## src/rtl/cea_pkg.sv

```systemverilog
// ----------------------------------------------------------------------------
// cea_pkg: shared definitions of the compression estimate accumulator
// Field widths, reset values, parameter defaults and the control word that
// travels with each item through the pipeline.
// ----------------------------------------------------------------------------
package cea_pkg;

  // Fixed field widths of the channels.
  localparam int unsigned SAMPLE_W   = 8;
  localparam int unsigned DICT_W     = 16;
  localparam int unsigned LOG_SUM_W  = 48;
  localparam int unsigned SQ_SUM_W   = 56;
  localparam int unsigned TESTED_W   = 24;

  // Defaults for the top-level parameters.
  localparam int unsigned BLOCK_BITS_DEF    = 6;
  localparam int unsigned POSITION_BITS_DEF = 24;
  localparam int unsigned FRACTION_BITS_DEF = 16;

  // Dictionary length after reset.
  localparam logic [DICT_W-1:0] DICT_RESET = 16'd1000;

  // Saturation limits.
  localparam logic [LOG_SUM_W-1:0] LOG_SUM_MAX = '1;
  localparam logic [SQ_SUM_W-1:0]  SQ_SUM_MAX  = '1;
  localparam logic [TESTED_W-1:0]  TESTED_MAX  = '1;

  // Control word of one pipeline slot.
  typedef struct packed {
    logic                blk;      // slot carries a tested block
    logic                last;     // slot closes the data set
    logic                too_few;  // data set had too few blocks
    logic [TESTED_W-1:0] tested;   // tested block count of the data set
  } ctl_t;

endpackage

```

## src/rtl/cea_ram.sv

```systemverilog
// ----------------------------------------------------------------------------
// cea_ram: generic simple dual-port RAM
// One write port and one read port with registered, read-first output.
// ----------------------------------------------------------------------------
module cea_ram #(
  parameter int unsigned WIDTH = 8,
  parameter int unsigned DEPTH = 64,
  localparam int unsigned AW = (DEPTH > 1) ? $clog2(DEPTH) : 1
) (
  input  logic             clk_i,
  input  logic             we_i,
  input  logic [AW-1:0]    waddr_i,
  input  logic [WIDTH-1:0] wdata_i,
  input  logic             re_i,
  input  logic [AW-1:0]    raddr_i,
  output logic [WIDTH-1:0] rdata_o
);

  logic [WIDTH-1:0] mem_q [DEPTH];
  logic [WIDTH-1:0] rdata_q;

  always_ff @(posedge clk_i) begin
    if (re_i) begin
      rdata_q <= mem_q[raddr_i];
    end
    if (we_i) begin
      mem_q[waddr_i] <= wdata_i;
    end
  end

  assign rdata_o = rdata_q;

endmodule

```

## src/rtl/cea_front.sv

```systemverilog
// ----------------------------------------------------------------------------
// cea_front: block packing and last-seen table
// Packs sample bits into blocks, counts block positions, and looks up and
// updates the position at which each block value was last seen.
// ----------------------------------------------------------------------------
module cea_front #(
  parameter int unsigned BLOCK_BITS    = 6,
  parameter int unsigned POSITION_BITS = 24
) (
  input  logic                             clk_i,
  input  logic                             rst_ni,
  input  logic                             en_i,
  input  logic                             in_valid_i,
  input  logic                             bit_i,
  input  logic                             last_i,
  input  logic [cea_pkg::DICT_W-1:0]       dict_i,
  output cea_pkg::ctl_t                    ctl_o,
  output logic [POSITION_BITS-1:0]         pos_o,
  output logic [POSITION_BITS-1:0]         last_seen_o
);

  import cea_pkg::*;

  localparam int unsigned DEPTH = 1 << BLOCK_BITS;
  localparam int unsigned CNT_W = (BLOCK_BITS > 1) ? $clog2(BLOCK_BITS) : 1;
  localparam logic [CNT_W-1:0] CNT_LAST = CNT_W'(BLOCK_BITS - 1);
  localparam logic [POSITION_BITS-1:0] POS_MAX = '1;

  logic [BLOCK_BITS-1:0]    shift_q;
  logic [CNT_W-1:0]         cnt_q;
  logic [POSITION_BITS-1:0] pos_q;
  logic [DEPTH-1:0]         vld_q;

  logic                     accept;
  logic [BLOCK_BITS:0]      shift_ext;
  logic [BLOCK_BITS-1:0]    value;
  logic                     blk_ok;
  logic [POSITION_BITS-1:0] pos_inc;
  logic [POSITION_BITS-1:0] pos_after;
  logic [POSITION_BITS-1:0] dict_ext;
  logic [POSITION_BITS-1:0] diff;
  logic                     too_few;
  logic [TESTED_W-1:0]      tested;
  logic [POSITION_BITS-1:0] rd_data;

  ctl_t                     ctl_q;
  logic [POSITION_BITS-1:0] pos1_q;
  logic                     seen_q;

  assign accept    = en_i & in_valid_i;
  assign shift_ext = {shift_q, bit_i};
  assign value     = shift_ext[BLOCK_BITS-1:0];
  assign blk_ok    = accept && (cnt_q == CNT_LAST) && (pos_q != POS_MAX);
  assign pos_inc   = pos_q + POSITION_BITS'(1);
  assign pos_after = blk_ok ? pos_inc : pos_q;
  assign dict_ext  = POSITION_BITS'(dict_i);
  assign too_few   = (pos_after <= dict_ext);
  assign diff      = pos_after - dict_ext;

  always_comb begin
    if (too_few) begin
      tested = '0;
    end else if (diff > POSITION_BITS'(TESTED_MAX)) begin
      tested = TESTED_MAX;
    end else begin
      tested = TESTED_W'(diff);
    end
  end

  cea_ram #(
    .WIDTH (POSITION_BITS),
    .DEPTH (DEPTH)
  ) u_table (
    .clk_i   (clk_i),
    .we_i    (blk_ok),
    .waddr_i (value),
    .wdata_i (pos_inc),
    .re_i    (en_i),
    .raddr_i (value),
    .rdata_o (rd_data)
  );

  // Packing state, position counter and the table's valid bits.
  always_ff @(posedge clk_i or negedge rst_ni) begin
    if (!rst_ni) begin
      shift_q <= '0;
      cnt_q   <= '0;
      pos_q   <= '0;
      vld_q   <= '0;
    end else if (accept) begin
      if (last_i) begin
        shift_q <= '0;
        cnt_q   <= '0;
        pos_q   <= '0;
        vld_q   <= '0;
      end else if (cnt_q == CNT_LAST) begin
        shift_q <= '0;
        cnt_q   <= '0;
        pos_q   <= pos_after;
        if (blk_ok) begin
          vld_q[value] <= 1'b1;
        end
      end else begin
        shift_q <= value;
        cnt_q   <= cnt_q + CNT_W'(1);
      end
    end
  end

  // Stage register alongside the table read.
  always_ff @(posedge clk_i or negedge rst_ni) begin
    if (!rst_ni) begin
      ctl_q <= '0;
    end else if (en_i) begin
      ctl_q.blk     <= blk_ok && (pos_inc > dict_ext);
      ctl_q.last    <= accept && last_i;
      ctl_q.too_few <= too_few;
      ctl_q.tested  <= tested;
    end
  end

  always_ff @(posedge clk_i) begin
    if (en_i) begin
      pos1_q <= pos_inc;
      seen_q <= vld_q[value];
    end
  end

  assign ctl_o       = ctl_q;
  assign pos_o       = pos1_q;
  assign last_seen_o = seen_q ? rd_data : '0;

endmodule

```

## config.mk

```make
export PLATFORM = sky130hd
export DESIGN_NAME = cea_front
export DESIGN_NICKNAME = d
export VERILOG_FILES = /design/src/rtl/cea_pkg.sv /design/src/rtl/cea_ram.sv /design/src/rtl/cea_front.sv
export SDC_FILE = /design/constraint.sdc
export NUM_CORES = 2
export LEC_CHECK = 0
export BUFFER_PORTS_ARGS = -buffer_cell sky130_fd_sc_hd__buf_2
export CAP_MARGIN = 10
export CORE_MARGIN = 2
export CORE_UTILIZATION = 54
export CTS_CLUSTER_DIAMETER = 50
export CTS_CLUSTER_SIZE = 30
export DETAILED_ROUTE_END_ITERATION = 12
export PLACE_DENSITY = 0.7
export SLEW_MARGIN = 20
export SYNTH_ARGS = -nofsm -noshare
export SYNTH_HDL_FRONTEND = slang
export SYNTH_HIERARCHICAL = 1
export SYNTH_SLANG_ARGS = --single-unit
```

## constraint.sdc

```tcl
create_clock -name clk_i -period 5.8 [get_ports clk_i]
set_input_delay 1.74 -clock clk_i [delete_from_list [all_inputs] [get_ports clk_i]]
set_output_delay 1.74 -clock clk_i [all_outputs]
set_load 0.05 [all_outputs]
```

* Word-level counts from Yosys, hierarchy flattened
Memories as Yosys holds them, arrays and structs flattened. A register that Yosys moved wholly into a read port is not among the register bits.
Index checks and enable logic that the tools add are counted.
** Word-level totals
- Register bits :: 148
- Memory bits (writable) :: 1536
- Input port bits :: 22
- Output and inout port bits :: 75
- Logic and storage cells :: 51
- Memories :: 1
** Memory list
- u_table.mem_q :: words 64, bits a word 24, read ports 1, clocked after Yosys merged registers in 1, write ports 1, RTL line cea_ram.sv:19 : logic [WIDTH-1:0] mem_q [DEPTH];
** Operators by class
- Add/subtract/negate cells :: 3
- Magnitude comparators :: 5
- Eq/ne operators :: 2
- Mux-type cells :: 19
- Bitwise logic cells :: 2
- Reductions and logical operators :: 9
** Operator list (count)
- $mux 64 :: 3
- $mux 24 :: 6
- $or 64x64->64 :: 1
- $add 24x1->24 const B :: 1
- $gt 24x16->1 :: 1
- $gt 24x24->1 const B :: 1
- $le 24x16->1 :: 1
- $ne 24x24->1 const B :: 1
- $sub 24x16->24 :: 1
- $mux 5 :: 2
- $lt 6x7->1 const B :: 1
- $bmux 1 s6 :: 1
- $demux 1 s6 :: 1
- $ge 6x1->1 const B :: 1
- $mux 3 :: 2
- $logic_and 1x1->1 :: 5
- $mux 1 :: 4
- $reduce_bool 2->1 :: 2
- $add 3x1->3 const B :: 1
- $eq 3x3->1 const B :: 1
- $reduce_and 3->1 :: 1
- $reduce_and 2->1 :: 1
- $and 1x1->1 :: 1

* Depth between registers and ports, before layout
- Word-level depth :: 8
- Depth in mapped cells :: 20
- Gate-level depth less buffers :: 17

* Hierarchy
The synthesis kept the hierarchy.
** By module, submodules not included
- cea_ram :: instances 1, cells each 2610, area an instance 59535.8 um^2, sequential area each 46844.9 um^2
- cea_front :: instances 1, cells each 853, area an instance 8431.8 um^2, sequential area each 3828.7 um^2

* Worst setup path after synthesis
Ideal clock, no wire load.
- Path kind :: input -> register
- Start point :: in en_i
- End point :: reg ctl_q (netlist bit ctl_o[20])
- Library setup time :: 0.123 ns
- Arrival :: 5.486 ns
- Required time :: 5.677 ns
- Setup slack :: 0.191 ns
- Stages :: 17
- Buffers on the path :: 2
- Path through :: nand3_1 -> a21o_1 -> buf_4 -> inv_2 -> clkbuf_1 -> xnor2_1 -> ha_1 -> inv_1 -> fa_1 -> a21o_1 -> a221oi_1 -> o221a_2 -> a21boi_0 -> o21a_1 -> or4_1 -> xnor2_1 -> o2bb2ai_1
** Between the ends
- Cells in the longest elaborated chain, start to end :: 8
- Elaborated cells between the ends (all ways) :: 9
- Those cells by class :: add/sub: 1; order compare: 2; mux: 3; bitwise: 1; reduce/logical: 2
** RTL lines
- start: declaration :: RTL line cea_front.sv:12 : input logic en_i,
- $and 1x1->1 * :: RTL line cea_front.sv:50 : assign accept = en_i & in_valid_i;
- $logic_and 1x1->1 * (2 in a row) :: RTL line cea_front.sv:53 : assign blk_ok = accept && (cnt_q == CNT_LAST) && (pos_q != POS_MAX);
- via blk_ok :: RTL line cea_front.sv:37 : logic blk_ok;
- $mux 24 * :: RTL line cea_front.sv:55 : assign pos_after = blk_ok ? pos_inc : pos_q;
- $sub 24x16->24 :: RTL line cea_front.sv:58 : assign diff = pos_after - dict_ext;
- $gt 24x24->1 :: RTL line cea_front.sv:63 : end else if (diff > POSITION_BITS'(TESTED_MAX)) begin
- $mux 24 :: RTL line cea_front.sv:63
- $mux 24 * :: RTL line cea_front.sv:61 : if (too_few) begin
- end: declaration :: RTL line cea_front.sv:46 : ctl_t ctl_q;
Mark *: on every way through the listed nets, which the timed path passes. The rest lies on a longest branch.
A chain may end at the register's enable or synchronous reset.

* Worst setup path after layout
- Start point :: reg pos_q[1]
- End point :: reg ctl_q (netlist bit ctl_o[20])
** Between the ends
- Cells in the longest elaborated chain, start to end :: 7
- Elaborated cells between the ends (all ways) :: 9
- Those cells by class :: add/sub: 2; order compare: 2; eq/ne: 1; mux: 3; reduce/logical: 1
** RTL lines
- start: declaration :: RTL line cea_front.sv:31 : logic [POSITION_BITS-1:0] pos_q;
- start signal: assignment :: RTL line cea_front.sv:99 : pos_q <= pos_after;
- branches (longest 2 deep; another with $add 24x1->24)
- $mux 24 * :: RTL line cea_front.sv:55
- $sub 24x16->24 :: RTL line cea_front.sv:58
- $gt 24x24->1 :: RTL line cea_front.sv:63
- $mux 24 :: RTL line cea_front.sv:63
- $mux 24 * :: RTL line cea_front.sv:61
Mark *: on every way between the ends.

==> flow_summary.yaml <==
outcome:
  status: "finished clean"
placed_design:
  placed_area_um2: 71200
  place_hpwl_um: 96100
  port_buffers: 96
  place_ws_ns: 0.425
  gp_congestion: 0.831
cts:
  cts.htree.levels: 4
  ctsHoldBuffers: 0
  cts_buffers: 135
  post_cts_buffers: 0
  ctsResizeCount: 0
  clk_path_buf_depth: 3
  clkTransAtPathRegs_ns: 0.06
  clock-sinks: 1708
  insertion_delay_ns: 0.80
  cts_root_buffer: "clkbuf_16"
  cts_tree: "built"
synthesis:
  synth-xor-area-share_pct: 0.850
  syn_area_per_cell_um2: 19.6
  yosys.area_share.simple_pct: 3.57
  synthFlopType: "edfxtp_1"
  synth_fa_ha_area_share_pct: 0.637
  synth_async_sr_flop_share_pct: 7.20
  synth_edf_count: 1585
  synthesis.area_um2: 68000
  yosys_register_bits: 1708
  ys_seq_area_share_pct: 74.6
  synth_cells: 3463
  ys_warn_count: 6
  ys_types: 77
  synth_top_family_by_area: "multiplexers"
  syn-num-nets: 3519
  synthMuxAreaShare_pct: 14.7
  synth_compound_area_share_pct: 4.13
grt:
  grt_max_degree: 89
  grt_pass1_wl_um: 238000
  grt.overflow.total: 0
  antenna_found_initial: 7
  grt_pass1_vias: 34300
  grt_usage_pct: 25.9
timing:
  finalSetupViolCount: 0
  fmax_mhz: 212
  rsz0062_at_grt: "false"
  tns_ns: 0
  finalClockSkew_ns: 0.0436
  finalWorstSetupSlack_ns: 1.08
  hold_viol: 0
  slew_headroom_pct: 26.9
  drv_slew: 0
  final.min_clock_period_ns: 4.72
  tightest_slew_ns: 1.10
  post-route-period-util_pct: 81.4
route:
  wl_per_cell_um: 30.2
  ant_nets: 0
  wl_um: 164000
  firstDrtPassIters: 5
  vias_per_cell: 6.50
  vias: 35200
  drt-initial-drc-count: 4722
  drcViolationCount: 0
setup_path:
  crit_type: "register to register"
  cp_data_required_time_ns: 6.50
  reg2reg_from: "pos_q[1]$_DFFE_PN0P_"
  ff2ff_setup_slack_ns: 1.08
  reg2reg_depth: 16
  end_kind: "register"
  r2r-end: "ctl_o[20]$_DFFE_PN0P_"
  worstPathMaxFanout: 16
  cp.arrival_ns: 5.42
  start_kind: "register"
floorplan:
  initial_utilization_pct: 54.3
  die_w_um: 359
  rows: 130
  die_area_um2: 129000
  pin_count: 97
  die_height_um: 359
  core_region_area_um2: 125000
final_layout:
  final_nets: 3707
  final_util_pct: 60.7
  layout-drive-gt1-share_pct: 27.6
  design_area_um2: 76000
  area_growth_pct: 11.9
  fill_cells: 8751
power_and_ir_drop:
  total_power_uw: 24500
  power_density_nw_per_um2: 322
  ir_drop_uv: 271
  p_leak_uw: 0.0249
flow_run:
  drv_cap: 0
min_path:
  holdPathEnd: "ctl_o[25]$_DFFE_PN0P_"
  hold_path.startpoint: "ctl_o[25]$_DFFE_PN0P_"
  min_path_type: "register to register"
  min_path_cells: 1
-- logic make-up (layout without fill, tap and decap cells) --
group,count (synthesis),in the layout
adder cells (fa/ha/maj),34,34
AND/OR/NAND/NOR,491,491
buffers and inverters,220,521
flip-flops,1708,1708
multiplexers,531,531
AO/OA/AOI/OAI,413,413
XOR/XNOR,66,66
other,0,3
-- per-stage QoR --
step / hold slack, ns / cells
2_1_floorplan: 0.456 / 3463
3_3_place_gp: 0.465 / 5164
3_5_place_dp: 0.461 / 5164
4_1_cts: 0.483 / 5414
5_1_grt: 0.505 / 5414
6_report: 0.478 / 5417
-- worst max-delay path, cell delays in order, from the launching register on --
cell and delay, ns:
dfrtp_1 0.42, ha_2 0.30, nand4_1 0.30, nor4_1 0.43, a21o_1 0.20, buf_4 0.24, nor2_1 0.08, xor2_1 0.21
ha_1 0.33, a21o_1 0.20, a221oi_1 0.43, o221a_2 0.29, a21boi_0 0.14, o21a_1 0.25, or4_1 0.55, xnor2_1 0.14
o2bb2ai_1 0.14
-- final cells by class --
type                            count  area [um^2]  area share [%]
Timing Repair Buffer              249         1780            2.34
Clock inverter                    102         1190            1.57
Clock buffer                      148         3580            4.70
Sequential cell                  1708        50700            66.7
Multi-Input combinational cell   1535        16600            21.9
Tap cell                         1650         2060            2.72
Antenna cell                        3         7.51         0.00987
Inverter                           22         82.6           0.109
-- cell usage in the layout, fill, tap and decap left out, types with 15 or more instances in the layout --
master / n
a31oi_1: 19
a221oi_1: 54
xor2_1: 18
mux2_2: 64
mux4_2: 365
o22ai_1: 55
o21ai_0: 33
inv_8: 19
clkinv_4: 15
inv_6: 27
clkbuf_16: 142
nor2_1: 116
dfrtp_1: 118
nand3_1: 42
a21oi_1: 109
edfxtp_1: 1585
nor3_1: 15
and2_1: 28
o21a_1: 21
a22o_1: 21
o2bb2ai_1: 18
a22oi_1: 32
nand2_1: 98
a21o_1: 15
buf_4: 144
nor2_2: 65
mux2i_1: 102
xnor2_1: 26
inv_1: 18
buf_2: 93
xnor2_2: 15
and3_1: 28
ha_1: 32
-- cell usage after synthesis, types with 8 or more instances --
library cell / n / area (um^2)
edfxtp_1: 1585 / 47600
mux4_2: 365 / 8220
nor2_1: 181 / 679
dfrtp_1: 123 / 3080
a21oi_1: 109 / 546
mux2i_1: 102 / 1020
nand2_1: 98 / 368
clkbuf_1: 87 / 327
mux2_2: 64 / 721
o22ai_1: 55 / 344
a221oi_1: 54 / 473
buf_2: 48 / 240
nand3_1: 42 / 210
xnor2_1: 41 / 359
buf_4: 37 / 278
ha_1: 33 / 413
o21ai_0: 33 / 165
a22oi_1: 32 / 240
and3_1: 29 / 181
and2_1: 28 / 175
xor2_1: 25 / 219
a22o_1: 21 / 184
o21a_1: 21 / 158
a31oi_1: 19 / 119
inv_1: 19 / 71.3
nor3_1: 18 / 90.1
o2bb2ai_1: 18 / 158
buf_1: 16 / 60.1
a21o_1: 15 / 113
nand4_1: 14 / 87.6
nor2b_1: 12 / 75.1
nand2b_1: 11 / 68.8
or3_1: 11 / 68.8
buf_6: 8 / 90.1
-- flip-flops by register name (all words and copies together) (netlist names) --
register and flops:
cnt_q 3, shift_q 5, pos_q 24, ctl_o 27, seen_q 1, u_table/rdata_o 24, u_table/mem_q 1536, pos_o 24
vld_q 64
-- worst max path at each step --
stage                         start               endpoint  slack, ns  depth (start not counted)
2_1_floorplan                  en_i  ctl_o[20]$_DFFE_PN0P_       0.19                         17
3_3_place_gp                   en_i  ctl_o[20]$_DFFE_PN0P_       0.42                         16
3_5_place_dp                   en_i  ctl_o[20]$_DFFE_PN0P_       0.43                         16
4_1_cts        pos_q[1]$_DFFE_PN0P_  ctl_o[20]$_DFFE_PN0P_       1.12                         17
5_1_grt        pos_q[1]$_DFFE_PN0P_  ctl_o[20]$_DFFE_PN0P_       0.78                         17
6_report       pos_q[1]$_DFFE_PN0P_  ctl_o[20]$_DFFE_PN0P_       1.08                         16
-- per-layer routing --
metal	vias to the layer above	track usage [%]	wire length [um]
li1	14600	-	-
met1	18600	38.7	66800
met2	1833	39.0	76200
met3	206	5.81	17100
met4	2	6.83	3640
met5	-	0	15
-- where the power goes --
part,switching (uW),leakage [uW],total [uW],internal [uW]
combinational,807,0.00640,1290,481
clock,4710,0.00231,9820,5110
sequential,73.1,0.0162,13400,13300
Power figures use the tool's default switching activity.
