`src/rtl/cea_pkg.sv`:
```
// ----------------------------------------------------------------------------
// cea_pkg: shared definitions of the compression estimate accumulator
// Field widths, reset values, parameter defaults and the control word that
// travels with each item through the pipeline.
// ----------------------------------------------------------------------------
package cea_pkg;

  // Fixed field widths of the channels.
  localparam int unsigned SAMPLE_W   = 8;
  localparam int unsigned DICT_W     = 16;
  localparam int unsigned LOG_SUM_W  = 48;
  localparam int unsigned SQ_SUM_W   = 56;
  localparam int unsigned TESTED_W   = 24;

  // Defaults for the top-level parameters.
  localparam int unsigned BLOCK_BITS_DEF    = 6;
  localparam int unsigned POSITION_BITS_DEF = 24;
  localparam int unsigned FRACTION_BITS_DEF = 16;

  // Dictionary length after reset.
  localparam logic [DICT_W-1:0] DICT_RESET = 16'd1000;

  // Saturation limits.
  localparam logic [LOG_SUM_W-1:0] LOG_SUM_MAX = '1;
  localparam logic [SQ_SUM_W-1:0]  SQ_SUM_MAX  = '1;
  localparam logic [TESTED_W-1:0]  TESTED_MAX  = '1;

  // Control word of one pipeline slot.
  typedef struct packed {
    logic                blk;      // slot carries a tested block
    logic                last;     // slot closes the data set
    logic                too_few;  // data set had too few blocks
    logic [TESTED_W-1:0] tested;   // tested block count of the data set
  } ctl_t;

endpackage

```
`src/rtl/cea_accum.sv`:
```
// ----------------------------------------------------------------------------
// cea_accum: saturating sums and result register
// Adds each tested block's log2 and square into the running sums and hands
// the sums out when the data set closes.
// ----------------------------------------------------------------------------
module cea_accum #(
  parameter int unsigned FRACTION_BITS = 16,
  localparam int unsigned LW  = FRACTION_BITS + 6,
  localparam int unsigned SQW = FRACTION_BITS + 12
) (
  input  logic                              clk_i,
  input  logic                              rst_ni,
  input  cea_pkg::ctl_t                     ctl_i,
  input  logic [LW-1:0]                     l_i,
  input  logic [SQW-1:0]                    sq_i,
  input  logic                              out_ready_i,
  output logic                              en_o,
  output logic                              out_valid_o,
  output logic [cea_pkg::LOG_SUM_W-1:0]     log_sum_o,
  output logic [cea_pkg::SQ_SUM_W-1:0]      square_sum_o,
  output logic [cea_pkg::TESTED_W-1:0]      tested_o,
  output logic                              too_few_o
);

  import cea_pkg::*;

  logic [LOG_SUM_W-1:0] log_q;
  logic [SQ_SUM_W-1:0]  sqs_q;
  logic [LOG_SUM_W:0]   log_add;
  logic [SQ_SUM_W:0]    sqs_add;
  logic [LOG_SUM_W-1:0] log_d;
  logic [SQ_SUM_W-1:0]  sqs_d;
  logic                 out_valid_q;
  logic [LOG_SUM_W-1:0] out_log_q;
  logic [SQ_SUM_W-1:0]  out_sqs_q;
  logic [TESTED_W-1:0]  out_tested_q;
  logic                 out_too_few_q;

  // The pipeline holds only when a second result reaches the end while the
  // previous one has not been taken.
  assign en_o = !(ctl_i.last && out_valid_q && !out_ready_i);

  assign log_add = {1'b0, log_q} + (LOG_SUM_W+1)'(l_i);
  assign sqs_add = {1'b0, sqs_q} + (SQ_SUM_W+1)'(sq_i);

  always_comb begin
    log_d = log_q;
    sqs_d = sqs_q;
    if (ctl_i.blk) begin
      log_d = log_add[LOG_SUM_W] ? LOG_SUM_MAX : log_add[LOG_SUM_W-1:0];
      sqs_d = sqs_add[SQ_SUM_W]  ? SQ_SUM_MAX  : sqs_add[SQ_SUM_W-1:0];
    end
  end

  always_ff @(posedge clk_i or negedge rst_ni) begin
    if (!rst_ni) begin
      log_q       <= '0;
      sqs_q       <= '0;
      out_valid_q <= 1'b0;
    end else begin
      if (en_o) begin
        if (ctl_i.last) begin
          log_q <= '0;
          sqs_q <= '0;
        end else begin
          log_q <= log_d;
          sqs_q <= sqs_d;
        end
      end
      if (en_o && ctl_i.last) begin
        out_valid_q <= 1'b1;
      end else if (out_ready_i) begin
        out_valid_q <= 1'b0;
      end
    end
  end

  always_ff @(posedge clk_i) begin
    if (en_o && ctl_i.last) begin
      out_log_q     <= log_d;
      out_sqs_q     <= sqs_d;
      out_tested_q  <= ctl_i.tested;
      out_too_few_q <= ctl_i.too_few;
    end
  end

  assign out_valid_o  = out_valid_q;
  assign log_sum_o    = out_log_q;
  assign square_sum_o = out_sqs_q;
  assign tested_o     = out_tested_q;
  assign too_few_o    = out_too_few_q;

endmodule

```
`config.mk`:
```
export PLATFORM = sky130hd
export DESIGN_NAME = cea_accum
export DESIGN_NICKNAME = d
export VERILOG_FILES = /design/src/rtl/cea_pkg.sv /design/src/rtl/cea_accum.sv
export SDC_FILE = /design/constraint.sdc
export NUM_CORES = 1
export LEC_CHECK = 0
export BUFFER_PORTS_ARGS = -buffer_cell sky130_fd_sc_hd__buf_4
export CAP_MARGIN = 20
export CORE_MARGIN = 2
export CORE_UTILIZATION = 52
export CTS_CLUSTER_DIAMETER = 80
export CTS_CLUSTER_SIZE = 14
export DETAILED_ROUTE_END_ITERATION = 12
export PLACE_DENSITY = 0.77
export SLEW_MARGIN = 5
export SYNTH_ARGS = -nofsm -noshare
export SYNTH_HDL_FRONTEND = slang
export SYNTH_SLANG_ARGS = --single-unit
```
`constraint.sdc`:
```
create_clock -name clk_i -period 4.1 [get_ports clk_i]
set_input_delay 0.41 -clock clk_i [delete_from_list [all_inputs] [get_ports clk_i]]
set_output_delay 0.41 -clock clk_i [all_outputs]
set_load 0.02 [all_outputs]
```
=== Word level (Yosys, flattened, before mapping) ===
Index checks and enable logic that the tools add are counted.

* Add/subtract/negate cells: 2
* Multiplexer cells: 8
* Reduce and logical (&&, ||, !) cells: 6

{| class="wikitable"
|+ Operators with widths
! cell !! count
|-
| $mux W56 || 3
|-
| $mux W48 || 3
|-
| $add A56 B28 Y57 || 1
|-
| $add A48 B22 Y49 || 1
|-
| $logic_and A1 B1 Y1 || 3
|-
| $logic_not A1 Y1 || 2
|-
| $mux W1 || 2
|-
| $reduce_bool A2 Y1 || 1
|}

* Register bits after elaboration: 234
* Input port bits: 80
* Logic and storage cells: 23

=== Depth between registers and ports, before layout ===
Gate-level depths: netlist of the first run.

* Depth after elaboration: 5
* Gate-level depth with buffers: 12
* Gate-level depth less buffers: 10

=== Worst setup path before layout of the first run ===
No wires, ideal clock.

* Path kind: reg2reg
* Start: reg out_valid_q (netlist: out_valid_o)
* End: reg log_q[24]
* Library setup time: 0.126 ns
* Data arrival time: 3.839 ns
* Setup slack: 0.135 ns
* Cell stages (with the launch flop): 7
* Buffers on the path: 1
* Cells stage by stage: dfrtp_1 -> nand2b_1 -> clkbuf_1 -> nand2_1 -> inv_1 -> a21oi_1 -> mux2_2

* Cells in the longest elaborated chain, start to end: 2

{| class="wikitable"
|+ Ends and longest elaborated chain
! item !! line !! text
|-
| start, declared || cea_accum.sv:33 || <nowiki>logic out_valid_q;</nowiki>
|-
| start signal, assigned || cea_accum.sv:59 || <nowiki>out_valid_q <= 1'b0;</nowiki>
|-
| start signal, assigned || cea_accum.sv:71 || <nowiki>out_valid_q <= 1'b1;</nowiki>
|-
| start signal, assigned || cea_accum.sv:73 || <nowiki>out_valid_q <= 1'b0;</nowiki>
|-
| $logic_and A1 B1 Y1 (2 in series) || cea_accum.sv:41 || <nowiki>assign en_o = !(ctl_i.last && out_valid_q && !out_ready_i);</nowiki>
|-
| end signal, assigned || cea_accum.sv:66 || <nowiki>log_q <= log_d;</nowiki>
|-
| end, declared || cea_accum.sv:27 || <nowiki>logic [LOG_SUM_W-1:0] log_q;</nowiki>
|}

No other way between the ends.
A chain may end at the register's enable or synchronous reset.

=== Worst setup path after layout of the first run ===
* Start: reg log_q[0]
* End: reg log_q[30]

* Cells in the longest elaborated chain, start to end: 4

{| class="wikitable"
|+ Ends and longest elaborated chain
! item !! line !! text
|-
| $add A48 B22 Y49 || cea_accum.sv:43 || <nowiki>assign log_add = {1'b0, log_q} + (LOG_SUM_W+1)'(l_i);</nowiki>
|-
| $mux W48 || cea_accum.sv:50 || <nowiki>log_d = log_add[LOG_SUM_W] ? LOG_SUM_MAX : log_add[LOG_SUM_W-1:0];</nowiki>
|-
| $mux W48 || cea_accum.sv:49 || <nowiki>if (ctl_i.blk) begin</nowiki>
|-
| $mux W48 || cea_accum.sv:62 || <nowiki>if (ctl_i.last) begin</nowiki>
|}

No other way between the ends.

==> results of run 1 <==
## power by group through the flow
stage | Combinational [mW] | Clock [mW] | Sequential, mW
floorplan | 1.05 | 0 | 2.96
detailed placement | 1.66 | 0 | 2.86
global placement | 1.64 | 0 | 2.85
global route | 1.86 | 1.98 | 2.83
CTS | 1.67 | 1.89 | 2.81
finish | 1.68 | 1.84 | 2.81
## sequential cells by signal, summed over array words and instances (netlist names)
signal,count
sqs_q,56
square_sum_o,56
log_q,48
log_sum_o,48
tested_o,24
out_valid_o,1
too_few_o,1
## worst paths after layout
check	start	end	cells after the start
worst max-delay path	log_q[0]$_DFFE_PN0N_	log_q[30]$_DFFE_PN0N_	10
worst min-delay path	ctl_i[7]	tested_o[7]$_DFFE_PP_	1
worst max register to register	log_q[0]$_DFFE_PN0N_	log_q[30]$_DFFE_PN0N_	10
worst min register to register	log_q[17]$_DFFE_PN0N_	log_q[17]$_DFFE_PN0N_	1
max in group asynchronous	rst_ni	log_q[37]$_DFFE_PN0N_	3
min in group asynchronous	rst_ni	log_q[6]$_DFFE_PN0N_	2
## kinds of logic after synthesis
| kind of cell | count (synthesis) |
|---|---|
| compound gates | 429 |
| fa+ha+maj | 52 |
| simple gates | 485 |
| xor+xnor | 81 |
| mux | 13 |
| flops | 234 |
| buf+inv | 104 |
## final cells by class
cell class,instances,area [sq um]
fillers,2217,9839
multi-input cells,1060,6654
flip-flops and latches,234,6501
repair buffers,229,1734
clock buffers,36,603.1
well taps,335,419.2
inverters,21,83.83
diodes,1,2.502
## routing by layer
metal	global-route usage, %	share of wire, %
met5	0	0
met1	36.28	45
met4	8.355	2.9
met3	4.290	7.5
met2	39.46	45
## cells in the mapped netlist, types with 22 or more instances
master / instances
and3_1: 33
o21ai_0: 85
edfxtp_1: 129
dfrtp_1: 105
nand4_1: 37
clkbuf_1: 63
a31oi_1: 29
xor2_1: 51
nor2_1: 118
nand3_1: 49
a21oi_1: 144
o21a_1: 22
xnor2_1: 30
nand2_1: 140
ha_1: 50
## cell usage in the layout, fill, tap and decap left out, drive strengths merged, types with 8 or more instances in the layout
master / n
nand3: 49
o211ai: 14
nand4: 37
buf: 228
o2bb2ai: 18
or3: 16
a31oi: 30
nand2: 141
and2: 16
a21boi: 8
nor2b: 12
inv: 21
nor2: 118
or2: 11
clkbuf: 36
and4: 12
and3: 35
edfxtp: 129
a211oi: 12
mux2i: 9
ha: 50
xnor2: 30
dfrtp: 105
xor2: 51
o21ai: 93
nor3: 20
a21oi: 145
o21a: 22
a21o: 17
## what timing repair did
item	4_1_cts	5_1_grt
resized for setup	0	0
hold buffers	1	0
endpoints found under the setup margin	0	0
endpoints found under the hold margin	37	0
## critical path, cell delays in order (launching register included)
cell and delay (ps):
dfrtp_1 380, ha_1 230, fa_1 260, nand3_1 120
a21oi_1 260, o2111ai_1 200, a211oi_2 400, nor2_1 170
or3_1 770, and4_1 360, nor3_1 160
==> results.md, run 1 <==
* First-pass GRT wire length at 57.97 mm
* Initial core utilization at a little over half
* Worst Path Max Fanout at 26
* DR pass1 iterations at 5
* Fin. Hold Viols at 0
* Setup Buffers After CTS at 0
* Leakage at 6.879 nW
* Final ANT Viol Nets at 0
* Mux cell area share after synthesis at 0.9933%
* Netlist Area Pre-Place at between 0.01 and 0.015 sq mm
* Switching share of power at between 30% and 40%
* Max-slew violation count at 0
* Htree depth at 1
* Fin Hold WS at 80.62 ps
* Row count at just under 60
* Compound-Gate Fraction of Synth Area at 20.27%
* Clock skew at around 16 ps
* Syn Nets at 1,530
* RePlAce Congestion at 0.9096
* Vias at 11,600
* Post-synth EDFFs at ~130
* Post-Route WL at ~36 mm
* Tcrit/Tclk final at 82.65%
* Largest cells by area after synthesis: edfxtp_1, dfrtp_1, a21oi_1, ha_1, nand2_1
* # setup viols final at 0
* Syn Inst Count at between 1,000 and 1,500
* FF+latch count, synth at 234
* Worst hold path class: in -> reg
* Initial antenna violation count at 1
* Vias in the first global route at 11,210
* Root Driver: clkbuf_16
* Overflow after GRT at 0
* Worst Tran Pin Value at approximately 1000 ps
* Largest family of logic cells by synthesized area: compound AO/OA/AOI/OAI gates
* Primary FF master, synth: edfxtp_1
* CTS max path bufs at 3
* Core area at 0.02584 sq mm
* PortBufs at 210
* Reg2reg setup slack at 710 ps
* Num CTS Buffers at 20
* Cell total after placement at between 1,500 and 2,000
* Reg power frac at between 40 and 50%
* Worst-Skew Late Latency at 510 ps
* Area share of the largest cell type after synthesis at 28.47%
* XOR/XNOR Fraction of Synth Area at 5.215%
* Post-synth cell types at 90
* Layout cells sized above 1 at 18.61%
* Fin crit period at 3389 ps
* DP HPWL at 24.68 mm
* Power Total at 6.337 mW
* Area leader, netlist: edfxtp_1
* P&R area growth vs syn at 17.59%
* Routed length per instance at 18.55 um
* Die area at 0.02747 sq mm
* Max capacitance violation total at 0
* Reg clk slew, reported paths at around 70 ps
* Sw Pwr at 1.973 mW
* Yosys warning total at 0
* Clock Power Share at 29.0%
* Adder-Cell Fraction of Synth Area at 4.893%
* DP Worst Slack at 637.8 ps
* Pin count of the biggest net entering global routing at 86
* Critical path type: reg -> reg
* Crit start category: flop
* Crit path DAT at about 3800 ps
* Avg Cell Area, Syn at about 9.7 sq um
* Power per Cell Area at 396.1 mW/mm^2
* DRT iter0 DRCs at ~1,000
* Fin util at between 60% and 70%
* Boundary Pins at 211
* RSZ-0062 raised after global routing: false
* Final TNS setup at 0 ps
* Async set-or-reset flop fraction in the synthesized netlist at 44.87%
* Logic pwr share at 26.6%
* Die Y at 165.7 um
* Max VDD drop at 284.9 uV
* Required @ worst endpoint at 4520 ps
* Vias per std cell at 6.055
* Status: finished clean
* Fin worst setup slack at ~710 ps
* Clock Sinks at approximately 230
* Crit end category: flop
* Post-synthesis simple-gate area fraction at around 17%
* Register area share after synthesis at 47.79%
* Residual DRC at 0
* Fmax at 295.1 MHz
* Total GRT Usage at about a quarter
* Pint at 4.364 mW
* Cell Area, Placed at 0.01538 sq mm
* CTS tree: done
* Post-layout nets at 1,698
* Rel. slew slack at 32.87%
* Die width at 165.7 um
* Final instance area at 0.01600 sq mm
* Non-filler cells, final at 1,916
(Power assumes the default switching activity.)
==> run 2, diff against run 1 <==
==> constraint.sdc (replaced) <==
create_clock -name clk_i -period 2.91 [get_ports clk_i]
set_input_delay 0.291 -clock clk_i [delete_from_list [all_inputs] [get_ports clk_i]]
set_output_delay 0.291 -clock clk_i [all_outputs]
set_load 0.02 [all_outputs]
==> run 2 against run 1 <==
Flip-flop and latch count did not move. Critical path depth fell by 1. Register-to-register slack got worse by 690 ps. Clock skew fell by 3.5 ps. Non-clock buffer count rose by 152. Highest routed layer is now met5.
==> results.md, run 2 (synthesized netlist as in run 1, its figures left out) <==
* Fmax at 346.6 MHz
* P&R area growth vs syn at 29.61%
* Max-slew violation count at 0
* CP Launch Point: log_q[4]$_DFFE_PN0N_
* # setup viols final at 0
* R2r worst-path depth at 9
* Max VDD drop at 401.1 uV
* Vias at 12,160
* Crit-path max cell delay at between 500 and 600 ps
* DP HPWL at 26.72 mm
* DR pass1 iterations at 6
* DRT iter0 DRCs at 1,051
* Die area at 0.02747 sq mm
* Worst-Skew Late Latency at 510 ps
* Cell Chain, Critical Path: ha_4, o21ai_2, or4_4, a21oi_4, o21ai_4, a211o_4, nor3_1, xnor2_1, nand2_1
* RSZ-0062 raised after global routing: true
* Worst Path Max Fanout at 6
* Tcrit/Tclk final at 99.16%
* PortBufs at 210
* Crit start category: flop
* Initial core utilization at 52.65%
* Critical path type: reg -> reg
* Die width at 165.7 um
* Pin count of the biggest net entering global routing at 94
* CTS tree: done
* Most common cell after layout, fill and taps aside: buf_4
* Overflow after GRT at 0
* Fin. Hold Viols at 0
* DP Worst Slack at -225.5 ps
* Crit path capture: log_sum_o[33]$_DFFE_PP_
* Leakage at 7.681 nW
* Reg power frac at roughly two fifths
* Hold depth at 2
* Residual DRC at 0
* Final TNS setup at 0 ps
* Fin Hold WS at about 110 ps
* CP delay by family, top: simple AND/OR/NAND/NOR gates
* Die Y at 165.7 um
* Clock Sinks at 234
* Layout cells sized above 1 at 27.56%
* Total GRT Usage at roughly a quarter
* Power per Cell Area at 534.7 mW/mm^2
* Num CTS Buffers at 20
* Row count at 59
* Vias per std cell at 5.885
* Clock skew at 12.22 ps
* RR Endpoint: log_sum_o[33]$_DFFE_PP_
* Fin worst setup slack at 24.47 ps
* Most frequent cells in the layout: buf_4, nand2_1, a21oi_1, edfxtp_1, nor2_1
* Reg2reg setup slack at roughly 24 ps
* Fin crit period at roughly 2900 ps
* Max capacitance violation total at 0
* Switching share of power at 31.12%
* Vias in the first global route at between 10,000 and 15,000
* FF-to-FF Start: log_q[4]$_DFFE_PN0N_
* Crit end category: flop
* Required @ worst endpoint at between 3000 and 4000 ps
* Initial antenna violation count at 2
* Sw Pwr at 2.934 mW
* Root Driver: clkbuf_16
* Routed length per instance at 18.31 um
* First-pass GRT wire length at 60.15 mm
* Slowest CP cell: or4_4
* Post-Route WL at 37.83 mm
* RePlAce Congestion at about 0.92
* Boundary Pins at roughly 210
* Rel. slew slack at 37.87%
* CTS max path bufs at 3
* Logic pwr share at 30.2%
* Final ANT Viol Nets at 0
* Pint at around 6.5 mW
* Critical path buffer and inverter count at 0
* Reg clk slew, reported paths at 70 ps
* Htree depth at 1
* Worst Tran Pin Value at 930.0 ps
* Post-layout nets at 1,850
* Crit path DAT at 3150 ps
* Worst hold path class: in -> reg
* # diodes at 0
* WP depth at 9
* Core area at 0.02584 sq mm
* Status: finished clean
* Clock Power Share at 27.9%
==> run 2: cell types whose count changed in the layout (fill, tap and decap cells not counted), moves of 7 or more <==
cell,delta
a21oi_2,+10
ha_4,+8
a21oi_1,-11
o21ai_1,+7
o21ai_0,-10
dlygate4sd3_1,+25
buf_4,+120
ha_1,-12
==> run 2: layer usage <==
metal	vias to the layer above	part of all wire [%]	GRT usage, %	wire (um)
li1	5818	-	-	-
met1	5836	44	37.51	16810
met2	432	46	41.89	17580
met3	68	6.9	4.909	2622
met4	4	2.1	6.427	792
met5	-	0.079	0	30
==> run 2: worst reg2reg max path, cell delays in order, from the launching register on <==
cell,delay [ps]
dfrtp_1,410
ha_4,290
o21ai_2,90
or4_4,550
a21oi_4,210
o21ai_4,100
a211o_4,400
nor3_1,340
xnor2_1,180
nand2_1,70
==> run 2: worst min-delay path by stage <==
stage                     startpoint                     to
after floorplan               rst_ni   log_q[0]$_DFFE_PN0N_
after global placement        rst_ni  log_q[10]$_DFFE_PN0N_
after detailed placement      rst_ni  log_q[10]$_DFFE_PN0N_
after CTS                  ctl_i[25]  log_q[25]$_DFFE_PN0N_
after global routing       ctl_i[25]  log_q[25]$_DFFE_PN0N_
final                      ctl_i[25]  log_q[25]$_DFFE_PN0N_
==> run 2: metrics by stage <==
step / std cells / instance area, sq um / power [mW] / utilization [%]
6_report: 2066 / 17630 / 9.428 / 68.24
5_1_grt: 2066 / 17630 / 9.895 / 68.24
4_1_cts: 2062 / 17280 / 9.313 / 66.87
3_5_place_dp: 2000 / 16380 / 6.659 / 63.40
3_3_place_gp: 2000 / 16380 / 6.601 / 63.40
2_1_floorplan: 1398 / 13630 / 5.651 / -
==> run 2: cell type report <==
type                            count  area [sq um]
Clock buffer                       34         574.3
Sequential cell                   234          6502
Inverter                           21         82.58
Timing Repair Buffer              381          3017
Fill cell                        2006          8205
Tap cell                          335         419.2
Clock inverter                      1         30.03
Multi-Input combinational cell   1060          7007
==> run 2: repair_timing <==
action / in CTS / in global routing
endpoints found under the setup margin: 48 / 136
buffers inserted: 1 / 4
gates resized for setup: 5 / 69
pin swaps: 3 / 22
hold endpoints to repair: 70 / 0
hold buffers: 26 / 0
==> run 2: power groups by stage <==
stage	Sequential, mW	Combinational (mW)	Clock [mW]
after global placement	4.00	2.60	0
after global routing	3.98	3.10	2.81
final	3.96	2.84	2.63
after detailed placement	4.01	2.65	0
after floorplan	4.16	1.49	0
after CTS	3.95	2.70	2.67
==> run 3, diff against run 2 <==
--- a/config.mk
+++ b/config.mk
@@ -8,11 +8,11 @@
 export BUFFER_PORTS_ARGS = -buffer_cell sky130_fd_sc_hd__buf_4
 export CAP_MARGIN = 20
 export CORE_MARGIN = 2
-export CORE_UTILIZATION = 52
+export CORE_UTILIZATION = 50
 export CTS_CLUSTER_DIAMETER = 80
 export CTS_CLUSTER_SIZE = 14
 export DETAILED_ROUTE_END_ITERATION = 12
-export PLACE_DENSITY = 0.77
+export PLACE_DENSITY = 0.74
 export SLEW_MARGIN = 5
 export SYNTH_ARGS = -nofsm -noshare
 export SYNTH_HDL_FRONTEND = slang
==> run 3 against run 2 <==
Clock skew is 1.9 ps higher. Clock power hardly changed. Utilization is 2.4 points lower. Via count is 0.32% higher. Cell count is 0.15% higher. First-iteration DRC count is 13% lower. Sequential share of layout area is 0.055 points lower.
==> results.md, run 3 (synthesized netlist as in run 1, its figures left out) <==
* Die width at 169.0 um
* RSZ-0062 raised after global routing: true
* Max VDD drop at 446.9 uV
* Row count at 60
* Reg power frac at 41.8%
* Post-layout nets at between 1,500 and 2,000
* RePlAce Congestion at 0.9094
* Logic pwr share at 30.4%
* Die Y at 169.0 um
* Switching share of power at 31.32%
* Post-Route WL at about 38 mm
* Final ANT Viol Nets at 0
* Leakage at 7.668 nW
* Root Driver: clkbuf_16
* Rel. slew slack at 30.71%
* Fillers at 2,153
* Layout cells sized above 1 at a little over a quarter
* Fmax at roughly 350 MHz
* Reg area at 0.006502 sq mm
* CTS max path bufs at 3
* # diodes at 0
* FF-to-FF Start: log_q[4]$_DFFE_PN0N_
* Sw Pwr at about 3 mW
* Htree depth at 1
* Worst Hold Launch: ctl_i[25]
* Fin util at 65.89%
* Max capacitance violation total at 0
* Pint at 6.488 mW
* Initial core utilization at 50.76%
* Clock Power Share at approximately 28%
* Die area at 0.02854 sq mm
* Worst-Skew Late Latency at between 500 and 600 ps
* Overflow after GRT at 0
* Fin Hold WS at 269.7 ps
* Worst Tran Pin Value at 1037 ps
* Most common cell after layout, fill and taps aside: buf_4
* Required @ worst endpoint at about 3200 ps
* RR Endpoint: log_sum_o[41]$_DFFE_PP_
* Crit end category: flop
* Vias per std cell at approximately 5.9
* DRT iter0 DRCs at 919
* Initial antenna violation count at 0
* First-pass GRT wire length at about 61 mm
* Vias at 12,200
* Pin count of the biggest net entering global routing at 116
* Boundary Pins at 211
* Clock Sinks at 234
* Residual DRC at 0
* Worst hold path class: in -> reg
* Fin crit period at ~2900 ps
* Reg clk slew, reported paths at around 70 ps
* Power per Cell Area at around 540 mW/mm^2
* Status: finished clean
* Core area at 0.02680 sq mm
* Fin. Hold Viols at 0
* Clock skew at 14.09 ps
* Crit start category: flop
* Reg2reg setup slack at ~46 ps
* Routed length per instance at approximately 18 um
* CTS tree: done
* Crit path DAT at approximately 3100 ps
* DP HPWL at 26.36 mm
* PortBufs at 210
* Hold worst-path end: sqs_q[33]$_DFFE_PN0N_
* Critical path type: reg -> reg
* DR pass1 iterations at 7
* Most frequent cells in the layout: buf_4, nand2_1, a21oi_1, edfxtp_1, nor2_1
* Total GRT Usage at 26.12%
* Tcrit/Tclk final at 98.42%
* Worst Path Max Fanout at 6
* Vias in the first global route at about 12,000
* # setup viols final at 0
* R2r worst-path depth at 9
* Num CTS Buffers at 20
* Multi-input logic area at around 0.007 sq mm
* Hold depth at 2
* P&R area growth vs syn at 29.80%
* Max-slew violation count at 0
==> run 3: worst max path at each step <==
stage                                       start                    endpoint  slack [ps]  cells after the start
after CTS                    sqs_q[0]$_DFFE_PN0N_  square_sum_o[21]$_DFFE_PP_           2                     12
after detailed placement                  sq_i[0]  square_sum_o[50]$_DFFE_PP_        -160                     11
after global routing         log_q[4]$_DFFE_PN0N_       log_q[25]$_DFFE_PN0N_         -90                      9
final                        log_q[4]$_DFFE_PN0N_     log_sum_o[41]$_DFFE_PP_          50                      9
after global placement                    sq_i[0]  square_sum_o[54]$_DFFE_PP_         -90                     11
after floorplan           out_valid_o$_DFFE_PN0P_      log_sum_o[0]$_DFFE_PP_        -150                      4
==> run 3: final cells by class <==
class | instances | share of cell area [%]
Timing Repair Buffer | 378 | 17.17
Multi-Input combinational cell | 1060 | 39.73
Clock buffer | 35 | 3.394
Tap cell | 341 | 2.416
Inverter | 21 | 0.4677
Sequential cell | 234 | 36.82
==> run 3: power groups by stage <==
stage / clock network, mW / registers [mW] / logic [mW]
2_1_floorplan: 0 / 4.16 / 1.49
3_3_place_gp: 0 / 4.00 / 2.62
3_5_place_dp: 0 / 4.01 / 2.66
4_1_cts: 2.68 / 3.94 / 2.72
5_1_grt: 2.80 / 3.98 / 3.16
6_report: 2.62 / 3.95 / 2.88
==> run 3: worst max-delay path, cell delays in order (launching register included) <==
cell and delay, ps:
dfrtp_1 420, ha_4 300, o21ai_4 70, or4_4 530, a21oi_4 200, o21ai_4 110
a211o_4 400, or3_4 350, xor2_1 160, nand2_1 70
==> run 3: repair_timing <==
item / 4_1_cts / 5_1_grt
hold endpoints to repair: 72 / 0
setup buffers: 1 / 6
pin swaps: 3 / 23
setup endpoints to repair: 72 / 177
gates resized for setup: 5 / 72
cloned: 0 / 0
hold buffers: 26 / 0
==> run 3: per-layer routing <==
layer | GRT usage, % | share of wire (%) | vias to the layer above
met4 | 7.384 | 2.6 | 0
met1 | 36.56 | 45 | 5893
li1 | - | - | 5829
met2 | 42.57 | 46 | 413
met5 | 0 | 0 | -
met3 | 3.764 | 6.0 | 62
==> run 3: through the flow <==
stage	power, mW	setup slack (ps)	setup TNS (ps)	cells	area [sq um]
6_report	9.448	45.88	0	2069	17660
5_1_grt	9.935	-85.91	-593.5	2069	17660
4_1_cts	9.347	1.505	0	2063	17280
3_5_place_dp	6.668	-160.9	-6309	2001	16390
3_3_place_gp	6.623	-91.28	-2490	2001	16390
2_1_floorplan	5.651	-145.1	-19000	1398	13630
